### src/motion_activity_led_glow_defines.svh
// Assertion helpers used by the RTL file mal_seq.sv.
`ifndef MOTION_ACTIVITY_LED_GLOW_DEFINES_SVH
`define MOTION_ACTIVITY_LED_GLOW_DEFINES_SVH

// Property must hold at every clock edge out of reset.
`define MAL_ASSERT(label, clk_s, rstn_s, prop, msg) \
    label: assert property (@(posedge clk_s) disable iff (!rstn_s) prop) else $error(msg);

// Condition must never be seen at a clock edge out of reset.
`define MAL_NEVER(label, clk_s, rstn_s, expr, msg) \
    label: assert property (@(posedge clk_s) disable iff (!rstn_s) !(expr)) else $error(msg);

`endif

### src/mal_pkg.sv
`default_nettype none
package mal_pkg;

    // field widths
    localparam int ACC_W   = 14;
    localparam int REF_W   = 14;
    localparam int DIV_W   = 10;
    localparam int DEV_W   = 14;
    localparam int SUM_W   = 28;
    localparam int ROOT_W  = 14;
    localparam int BRT_W   = 8;
    localparam int OUT_CRD_W = 3;
    localparam int CFG_IDX_W = 2;
    localparam int CFG_DAT_W = 14;

    // grid range: coordinates up to 8, squared distance up to 32
    localparam int GRID_SIZE_DEF = 5;
    localparam int CRD_W = 4;
    localparam int D_W   = 6;
    localparam int DD_W  = DIV_W + D_W;

    // register reset values and full brightness
    localparam logic [REF_W-1:0] REF_RESET = REF_W'(1000);
    localparam logic [DIV_W-1:0] DIV_RESET = DIV_W'(50);
    localparam logic [BRT_W-1:0] BRT_MAX   = BRT_W'(255);

    // configuration register indexes
    typedef enum logic [CFG_IDX_W-1:0] {
        REG_REFERENCE_LEVEL  = 2'd0,
        REG_ACTIVITY_DIVISOR = 2'd1
    } cfg_reg_t;

    // one pixel request from the scanner to the divider
    typedef struct packed {
        logic [CRD_W-1:0] col;
        logic [CRD_W-1:0] row;
        logic [D_W-1:0]   sqdist;
        logic [DEV_W-1:0] dev;
        logic             last;
    } pix_t;

endpackage
`default_nettype wire

### src/mal_sqrt.sv
`default_nettype none
// Front pipeline: squares, sum, 14-bit integer square root (two bits per
// stage), then the deviation from the reference level.
module mal_sqrt
(
    input  wire logic                              clk,
    input  wire logic                              rst_n,
    input  wire logic                              in_vld,
    input  wire logic signed [mal_pkg::ACC_W-1:0]  ax,
    input  wire logic signed [mal_pkg::ACC_W-1:0]  ay,
    input  wire logic signed [mal_pkg::ACC_W-1:0]  az,
    input  wire logic        [mal_pkg::REF_W-1:0]  ref_lvl,
    output logic                                   out_vld,
    output logic             [mal_pkg::DEV_W-1:0]  out_dev
);
    localparam int SW = mal_pkg::SUM_W;
    localparam int RW = mal_pkg::ROOT_W;
    localparam int NST = RW / 2;
    localparam int SQ_W = SW - 1;

    logic signed [SW-1:0] sq_x, sq_y, sq_z;
    logic [SQ_W-1:0] sqx_reg, sqy_reg, sqz_reg;
    logic            sq_vld_reg;
    logic [SW-1:0]   rem_reg  [0:NST];
    logic [RW-1:0]   root_reg [0:NST];
    logic [NST:0]    vld_reg;
    logic [RW:0]     ceil_root;
    logic [mal_pkg::DEV_W-1:0] dev_next, dev_reg;
    logic            dev_vld_reg;

    // squares
    assign sq_x = ax * ax;
    assign sq_y = ay * ay;
    assign sq_z = az * az;

    always_ff @(posedge clk)
    begin
        sqx_reg <= sq_x[SQ_W-1:0];
        sqy_reg <= sq_y[SQ_W-1:0];
        sqz_reg <= sq_z[SQ_W-1:0];
        rem_reg[0]  <= SW'(sqx_reg) + SW'(sqy_reg) + SW'(sqz_reg);
        root_reg[0] <= '0;
    end

    always_ff @(posedge clk or negedge rst_n)
    begin
        if (!rst_n)
        begin
            sq_vld_reg <= 1'b0;
            vld_reg    <= '0;
        end
        else
        begin
            sq_vld_reg <= in_vld;
            vld_reg    <= {vld_reg[NST-1:0], sq_vld_reg};
        end
    end

    // root stages, two result bits each
    for (genvar g = 0; g < NST; g++)
    begin : g_root
        localparam int KA = RW - 1 - 2 * g;
        localparam int KB = RW - 2 - 2 * g;
        logic [SW+1:0] t_a, t_b;
        logic [SW-1:0] r_mid, r_out;
        logic [RW-1:0] q_mid, q_out;

        always_comb
        begin
            t_a = ((SW+2)'(root_reg[g]) << (KA + 1)) + ((SW+2)'(1) << (2 * KA));
            if ((SW+2)'(rem_reg[g]) >= t_a)
            begin
                r_mid = rem_reg[g] - t_a[SW-1:0];
                q_mid = root_reg[g] | (RW'(1) << KA);
            end
            else
            begin
                r_mid = rem_reg[g];
                q_mid = root_reg[g];
            end
            t_b = ((SW+2)'(q_mid) << (KB + 1)) + ((SW+2)'(1) << (2 * KB));
            if ((SW+2)'(r_mid) >= t_b)
            begin
                r_out = r_mid - t_b[SW-1:0];
                q_out = q_mid | (RW'(1) << KB);
            end
            else
            begin
                r_out = r_mid;
                q_out = q_mid;
            end
        end

        always_ff @(posedge clk)
        begin
            rem_reg[g+1]  <= r_out;
            root_reg[g+1] <= q_out;
        end
    end

    // deviation: floor root above the reference, ceiling root below it
    always_comb
    begin
        ceil_root = (RW+1)'(root_reg[NST]) + (RW+1)'(rem_reg[NST] != '0);
        if (root_reg[NST] >= ref_lvl)
            dev_next = root_reg[NST] - ref_lvl;
        else if (ceil_root <= (RW+1)'(ref_lvl))
            dev_next = mal_pkg::DEV_W'((RW+1)'(ref_lvl) - ceil_root);
        else
            dev_next = '0;
    end

    always_ff @(posedge clk)
    begin
        dev_reg <= dev_next;
    end

    always_ff @(posedge clk or negedge rst_n)
    begin
        if (!rst_n)
            dev_vld_reg <= 1'b0;
        else
            dev_vld_reg <= vld_reg[NST];
    end

    assign out_vld = dev_vld_reg;
    assign out_dev = dev_reg;

endmodule
`default_nettype wire

### src/mal_seq.sv
`default_nettype none
`include "motion_activity_led_glow_defines.svh"
// Holds one finished deviation and scans the grid column-major, one pixel
// request per cycle. One sample may be in flight ahead of the scan.
module mal_seq #(
    parameter int GRID_SIZE = mal_pkg::GRID_SIZE_DEF
)
(
    input  wire logic                             clk,
    input  wire logic                             rst_n,
    input  wire logic                             acc,
    input  wire logic                             dev_vld,
    input  wire logic [mal_pkg::DEV_W-1:0]        dev,
    output logic                                  busy,
    output logic                                  pix_vld,
    output mal_pkg::pix_t                         pix
);
    localparam int CW = (GRID_SIZE > 1) ? $clog2(GRID_SIZE) : 1;
    localparam int CTR = GRID_SIZE / 2;
    localparam logic [CW-1:0] LAST_C = CW'(GRID_SIZE - 1);
    localparam logic [CW-1:0] CTR_C  = CW'(CTR);

    logic pending_reg, pending_next;
    logic hold_vld_reg, hold_vld_next;
    logic [mal_pkg::DEV_W-1:0] hold_reg;
    logic active_reg, active_next;
    logic [CW-1:0] col_reg, col_next, row_reg, row_next;
    logic [mal_pkg::DEV_W-1:0] dev_reg;
    logic at_end, load;
    logic [CW-1:0] dc, dr;
    logic [mal_pkg::D_W-1:0] dsq;

    assign at_end = (col_reg == LAST_C) && (row_reg == LAST_C);
    assign load   = hold_vld_reg && (!active_reg || at_end);

    // one sample between acceptance and scan start
    always_comb
    begin
        pending_next = pending_reg;
        if (acc)
            pending_next = 1'b1;
        else if (load)
            pending_next = 1'b0;
        hold_vld_next = hold_vld_reg;
        if (dev_vld)
            hold_vld_next = 1'b1;
        else if (load)
            hold_vld_next = 1'b0;
    end

    // grid scan counters
    always_comb
    begin
        active_next = active_reg;
        col_next    = col_reg;
        row_next    = row_reg;
        if (load)
        begin
            active_next = 1'b1;
            col_next    = '0;
            row_next    = '0;
        end
        else if (active_reg)
        begin
            if (at_end)
                active_next = 1'b0;
            else if (row_reg == LAST_C)
            begin
                row_next = '0;
                col_next = col_reg + CW'(1);
            end
            else
                row_next = row_reg + CW'(1);
        end
    end

    always_ff @(posedge clk or negedge rst_n)
    begin
        if (!rst_n)
        begin
            pending_reg  <= 1'b0;
            hold_vld_reg <= 1'b0;
            active_reg   <= 1'b0;
            col_reg      <= '0;
            row_reg      <= '0;
        end
        else
        begin
            pending_reg  <= pending_next;
            hold_vld_reg <= hold_vld_next;
            active_reg   <= active_next;
            col_reg      <= col_next;
            row_reg      <= row_next;
        end
    end

    always_ff @(posedge clk)
    begin
        if (dev_vld)
            hold_reg <= dev;
        if (load)
            dev_reg <= hold_reg;
    end

    // squared distance from the centre, centre itself counts as one
    always_comb
    begin
        dc  = (col_reg >= CTR_C) ? col_reg - CTR_C : CTR_C - col_reg;
        dr  = (row_reg >= CTR_C) ? row_reg - CTR_C : CTR_C - row_reg;
        dsq = mal_pkg::D_W'(mal_pkg::D_W'(dc) * mal_pkg::D_W'(dc))
            + mal_pkg::D_W'(mal_pkg::D_W'(dr) * mal_pkg::D_W'(dr));
        pix.col    = mal_pkg::CRD_W'(col_reg);
        pix.row    = mal_pkg::CRD_W'(row_reg);
        pix.sqdist = (dsq == '0) ? mal_pkg::D_W'(1) : dsq;
        pix.dev    = dev_reg;
        pix.last   = at_end;
    end

    assign pix_vld = active_reg;
    assign busy    = pending_reg;

    `MAL_NEVER(a_hold_overwrite, clk, rst_n, hold_vld_reg && dev_vld && !load, "hold overwritten")
    `MAL_NEVER(a_hold_no_pending, clk, rst_n, hold_vld_reg && !pending_reg, "hold without request")
    `MAL_ASSERT(a_load_starts, clk, rst_n, load |=> (active_reg && col_reg == '0 && row_reg == '0), "scan start")

endmodule
`default_nettype wire

### src/mal_div.sv
`default_nettype none
// Pixel divider pipeline: divisor times distance, then eight quotient bits,
// two per stage, with saturation at full brightness.
module mal_div
(
    input  wire logic                             clk,
    input  wire logic                             rst_n,
    input  wire logic                             pix_vld,
    input  wire mal_pkg::pix_t                    pix,
    input  wire logic [mal_pkg::DIV_W-1:0]        divisor,
    output logic                                  strobe,
    output logic [mal_pkg::OUT_CRD_W-1:0]         pixel_col,
    output logic [mal_pkg::OUT_CRD_W-1:0]         pixel_row,
    output logic [mal_pkg::BRT_W-1:0]             brightness,
    output logic                                  last
);
    localparam int QW  = mal_pkg::BRT_W;
    localparam int NST = QW / 2;
    localparam int DDW = mal_pkg::DD_W;
    localparam int CW  = DDW + QW;
    localparam int EW  = mal_pkg::DEV_W;

    logic [DDW-1:0]     dd_reg  [0:NST];
    logic [EW-1:0]      rem_reg [0:NST];
    logic [QW-1:0]      q_reg   [0:NST];
    logic               sat_reg [0:NST];
    mal_pkg::pix_t      meta_reg [0:NST];
    logic [NST:0]       vld_reg;
    logic [mal_pkg::DIV_W-1:0] div_eff;

    assign div_eff = (divisor == '0) ? mal_pkg::DIV_W'(1) : divisor;

    // product stage
    always_ff @(posedge clk)
    begin
        dd_reg[0]   <= DDW'(div_eff) * DDW'(pix.sqdist);
        rem_reg[0]  <= pix.dev;
        q_reg[0]    <= '0;
        sat_reg[0]  <= 1'b0;
        meta_reg[0] <= pix;
    end

    always_ff @(posedge clk or negedge rst_n)
    begin
        if (!rst_n)
            vld_reg <= '0;
        else
            vld_reg <= {vld_reg[NST-1:0], pix_vld};
    end

    // quotient stages
    for (genvar g = 0; g < NST; g++)
    begin : g_quot
        localparam int KA = QW - 1 - 2 * g;
        localparam int KB = QW - 2 - 2 * g;
        logic [CW-1:0] t_a, t_b;
        logic [EW-1:0] r_mid, r_out;
        logic [QW-1:0] q_mid, q_out;
        logic          sat_out;

        always_comb
        begin
            if (g == 0)
                sat_out = CW'(rem_reg[g]) >= (CW'(dd_reg[g]) << QW);
            else
                sat_out = sat_reg[g];
            t_a = CW'(dd_reg[g]) << KA;
            if (CW'(rem_reg[g]) >= t_a)
            begin
                r_mid = rem_reg[g] - t_a[EW-1:0];
                q_mid = q_reg[g] | (QW'(1) << KA);
            end
            else
            begin
                r_mid = rem_reg[g];
                q_mid = q_reg[g];
            end
            t_b = CW'(dd_reg[g]) << KB;
            if (CW'(r_mid) >= t_b)
            begin
                r_out = r_mid - t_b[EW-1:0];
                q_out = q_mid | (QW'(1) << KB);
            end
            else
            begin
                r_out = r_mid;
                q_out = q_mid;
            end
        end

        always_ff @(posedge clk)
        begin
            dd_reg[g+1]   <= dd_reg[g];
            rem_reg[g+1]  <= r_out;
            q_reg[g+1]    <= q_out;
            sat_reg[g+1]  <= sat_out;
            meta_reg[g+1] <= meta_reg[g];
        end
    end

    assign strobe     = vld_reg[NST];
    assign pixel_col  = meta_reg[NST].col[mal_pkg::OUT_CRD_W-1:0];
    assign pixel_row  = meta_reg[NST].row[mal_pkg::OUT_CRD_W-1:0];
    assign brightness = sat_reg[NST] ? mal_pkg::BRT_MAX : q_reg[NST];
    assign last       = vld_reg[NST] && meta_reg[NST].last;

endmodule
`default_nettype wire

### src/motion_activity_led_glow.sv
`default_nettype none
// Channel  | handshake             | payload
// sample   | start / busy          | accel_x, accel_y, accel_z
// pixel    | strobe (one cycle)    | pixel_col, pixel_row, brightness, last
// config   | cfg_write             | cfg_index, cfg_data
//
// A sample yields GRID_SIZE*GRID_SIZE pixels (25 at the default), one per
// cycle, so the rate at which new samples are taken is set by the
// single pixel output. From start to the first pixel a sample passes
// squares, sum, seven root stages, deviation, hold, scan, five divider stages.
// busy rises the cycle after a start and falls when that sample's scan begins.
// Reset is asynchronous and clears all control state; registers take defaults.
// The pixel receiver cannot stall; nothing in the pipeline waits on it.
module motion_activity_led_glow #(
    parameter int GRID_SIZE = mal_pkg::GRID_SIZE_DEF
)
(
    input  wire logic                                clk,
    input  wire logic                                rst_n,
    input  wire logic                                start,
    output logic                                     busy,
    input  wire logic signed [mal_pkg::ACC_W-1:0]    accel_x,
    input  wire logic signed [mal_pkg::ACC_W-1:0]    accel_y,
    input  wire logic signed [mal_pkg::ACC_W-1:0]    accel_z,
    output logic                                     strobe,
    output logic [mal_pkg::OUT_CRD_W-1:0]            pixel_col,
    output logic [mal_pkg::OUT_CRD_W-1:0]            pixel_row,
    output logic [mal_pkg::BRT_W-1:0]                brightness,
    output logic                                     last,
    input  wire logic                                cfg_write,
    input  wire logic [mal_pkg::CFG_IDX_W-1:0]       cfg_index,
    input  wire logic [mal_pkg::CFG_DAT_W-1:0]       cfg_data
);
    logic [mal_pkg::REF_W-1:0] ref_reg;
    logic [mal_pkg::DIV_W-1:0] div_reg;
    logic acc;
    logic dev_vld;
    logic [mal_pkg::DEV_W-1:0] dev;
    logic pix_vld;
    mal_pkg::pix_t pix;

    // configuration registers
    always_ff @(posedge clk or negedge rst_n)
    begin
        if (!rst_n)
        begin
            ref_reg <= mal_pkg::REF_RESET;
            div_reg <= mal_pkg::DIV_RESET;
        end
        else if (cfg_write)
        begin
            case (cfg_index)
                mal_pkg::REG_REFERENCE_LEVEL:  ref_reg <= cfg_data[mal_pkg::REF_W-1:0];
                mal_pkg::REG_ACTIVITY_DIVISOR: div_reg <= cfg_data[mal_pkg::DIV_W-1:0];
                default: ;
            endcase
        end
    end

    assign acc = start && !busy;

    mal_sqrt u_sqrt (
        .clk     (clk),
        .rst_n   (rst_n),
        .in_vld  (acc),
        .ax      (accel_x),
        .ay      (accel_y),
        .az      (accel_z),
        .ref_lvl (ref_reg),
        .out_vld (dev_vld),
        .out_dev (dev)
    );

    mal_seq #(
        .GRID_SIZE (GRID_SIZE)
    ) u_seq (
        .clk     (clk),
        .rst_n   (rst_n),
        .acc     (acc),
        .dev_vld (dev_vld),
        .dev     (dev),
        .busy    (busy),
        .pix_vld (pix_vld),
        .pix     (pix)
    );

    mal_div u_div (
        .clk        (clk),
        .rst_n      (rst_n),
        .pix_vld    (pix_vld),
        .pix        (pix),
        .divisor    (div_reg),
        .strobe     (strobe),
        .pixel_col  (pixel_col),
        .pixel_row  (pixel_row),
        .brightness (brightness),
        .last       (last)
    );

endmodule
`default_nettype wire
### config.mk
export PLATFORM = sky130hd
export DESIGN_NAME = motion_activity_led_glow
export DESIGN_NICKNAME = d
export VERILOG_FILES = /design/src/mal_pkg.sv /design/src/mal_sqrt.sv /design/src/mal_seq.sv /design/src/mal_div.sv /design/src/motion_activity_led_glow.sv
export VERILOG_INCLUDE_DIRS = /design/src /design/src/src
export SDC_FILE = /design/constraint.sdc
export NUM_CORES = 2
export LEC_CHECK = 0
export BUFFER_PORTS_ARGS = -buffer_cell sky130_fd_sc_hd__buf_2
export CELL_PAD_IN_SITES_DETAIL_PLACEMENT = 2
export CELL_PAD_IN_SITES_GLOBAL_PLACEMENT = 2
export CORE_MARGIN = 2
export CORE_UTILIZATION = 46
export DETAILED_ROUTE_END_ITERATION = 16
export HOLD_SLACK_MARGIN = 0.05
export PLACE_DENSITY_LB_ADDON = 0.1
export SLEW_MARGIN = 10
export SYNTH_ARGS = -nofsm -noshare
export SYNTH_HDL_FRONTEND = slang
export SYNTH_SLANG_ARGS = --single-unit
export TNS_END_PERCENT = 100
### constraint.sdc
create_clock -name clk -period 15.8 [get_ports clk]
set_input_delay 2.37 -clock clk [delete_from_list [all_inputs] [get_ports clk]]
set_output_delay 2.37 -clock clk [all_outputs]
set_load 0.02 [all_outputs]
==> results.toml <==
[worst_setup_path]
crit_path_end_kind = "flop"
worstPathBufferInverterCount = 3
criticalPathCategory = "in -> reg"
path_cells = "buf_2 > and2_1 > fa_1 > fa_1 > inv_1 > fa_1 > inv_1 > fa_1 > fa_1 > fa_1 > ha_1 > a2111oi_0 > a21boi_0 > a31o_2 > or4_1 > a31o_2 > a21oi_1 > xnor2_1"
critPathMaxFanout = 21
crit_required_ns = 16.37
max_stage_delay_ns = 0.82
start_kind = "primary input"
crit_slowest_cell = "fa_1"
cp.arrival_ns = 9.47
cpMostUsedCell = "fa_1"
crit_family = "adder cells"

[final_layout]
layout.nets = 6495
fin_area_um2 = 55700
syn2layout_area_growth_pct = 8.53
largest_reg_flops = 224
diodes = 0
drive_gt1_share_pct = 6.93

[yosys]
syn_area_um2 = 51300
yosysTopAreaCell = "fa_1"
yosysTopAreaCellShare_pct = 22.7
ys_top_cells_by_count = "770 x inv_1, 582 x fa_1, 551 x dfxtp_1"
syn_area_per_cell_um2 = 9.73
synthFlopType = "dfxtp_1"
synth.distinct_cells = 98
yosysSeqAreaShare_pct = 25.5
yosysMostFrequentCell = "inv_1"
postSynthRegisterBits = 627
netlist_instances = 5277
async_flop_share_pct = 7.66
ys_warn_count = 0
synth_enable_flop_cells = 28
ys_top_cells_by_area = "fa_1 23%, dfxtp_1 21%, ha_1 12%, inv_1 5.6%, xnor2_1 4.4%"

[placed_design]
hpwlAfterDp_um = 124000
port_buffers = 78
placed_area_um2 = 53200
finalWeightedCongestion = 0.830

[detailed_routing]
routed_via_density = 5.45
routedWlPerCell_um = 22.6
firstDrtPassIters = 4
drcViolationCount = 0
drt_iter0_drc = 1260
vias = 37500
ant_nets = 0
wl_um = 155000

[sta]
grt_setup_unrepaired = "false"
layout_min_cycle_time_ns = 8.89
fin_skew_ns = 0.0396
setup_viol = 0
max_freq_mhz = 112
slew_headroom_pct = 17.5
finalHoldViolCount = 0
tightestPinTransition_ns = 1.23
report.final.slew_viol_count = 0
fin_worst_hold_slack_ns = 0.303
period_share_pct = 56.3
tns_ns = 0

[floorplan]
rows = 122
core_region_area_um2 = 111000
start_util_pct = 46.4
die-width_um = 338
dieArea_um2 = 114000
ioPinCount = 79
fp.dieH_um = 338

[global_route]
overflow = 0
grt_use_total_pct = 27.8
antenna_found_initial = 1
first_global_vias = 44700
grt_max_degree = 49
grt_pass1_wl_um = 249000

[clock_tree]
clock_latency_ns = 0.66
cts_resized = 0
post-cts-setup-buffers = 0
cts_buffer_depth = 3
cts_tree = "built"
cts-buffers-inserted = 74
clk_pin_slew_ns = 0.06
root_buffer = "clkbuf_16"
htreeDepth = 3
cts.sinks = 627
holdBufCountCts = 0

[hold_path]
hold_class = "reg -> reg"

[outcome]
status = "completed"

[run]
maxCapViolations = 0
[layout make-up]
type | count | area, um^2
tap | 1488 | 1860
multi-input combinational | 3775 | 34900
sequential | 627 | 13100
fill | 11500 | 55000
timing repair buffer | 86 | 450
inverter | 776 | 2910
clock buffer | 97 | 2050
clock inverter | 38 | 435
[metrics by stage]
stage	cells	setup slack [ns]	utilization (%)
CTS	6887	6.53	50.3
finish	6887	6.91	50.3
global route	6887	6.38	50.3
floorplan	5279	7.18	-
global placement	6752	6.65	48.1
detailed placement	6752	6.28	48.1
[routing by layer]
metal  global-route usage, %  up-vias  part of all wire (%)
li1                        -    17500                     -
met1                    31.8    19300                    40
met2                    53.0      443                    54
met3                    2.67      262                   2.1
met4                    10.7        2                   4.0
met5                       0        -                 0.012
[cell families (layout without fill, tap and decap cells)]
logic type	count (synthesis)	count (layout)	share of synthesized area (%)
compound gates	835	835	10.4
xor+xnor	372	372	6.35
fa+ha+maj	1093	1093	35.2
buf+inv	877	997	6.55
flops	627	627	25.5
mux	97	97	2.08
other cells	1	3	0.00731
simple gates	1375	1375	13.9
[cell usage in the layout (no fill, tap or decap), drive strengths merged, types with 34 or more instances in the layout]
cell / count
mux2: 79
dfxtp: 551
ha: 511
nand3: 72
inv: 783
dfrtp: 39
nor2: 275
nand2b: 68
buf: 86
o21ai: 190
and2: 202
a21o: 110
fa: 582
nor2b: 68
and3: 34
a21oi: 230
nor4: 63
o21a: 51
nand2: 333
xor2: 115
nand4: 56
nor3: 94
xnor2: 257
clkbuf: 97
[final timing paths]
path / startpoint / end / slack (ns) / depth (start not counted)
setup / recovery: accel_x[13] / u_sqrt.sqx_reg[25] / 6.91 / 18
max in group asynchronous: rst_n / div_reg[7] / 13.44 / 2
setup reg to reg: u_seq.col_reg[0] / u_div.dd_reg[0][15] / 6.92 / 37
hold / removal: u_div.meta_reg[0][83] / u_div.meta_reg[0][112] / 0.30 / 0
hold reg to reg: u_div.meta_reg[0][83] / u_div.meta_reg[0][112] / 0.30 / 0
min in group asynchronous: rst_n / u_seq.row_reg[1] / 1.86 / 2
Power is left out: the tool's default activity adds up to more than one toggle a clock period on the data nets, which glitch-free logic cannot reach.
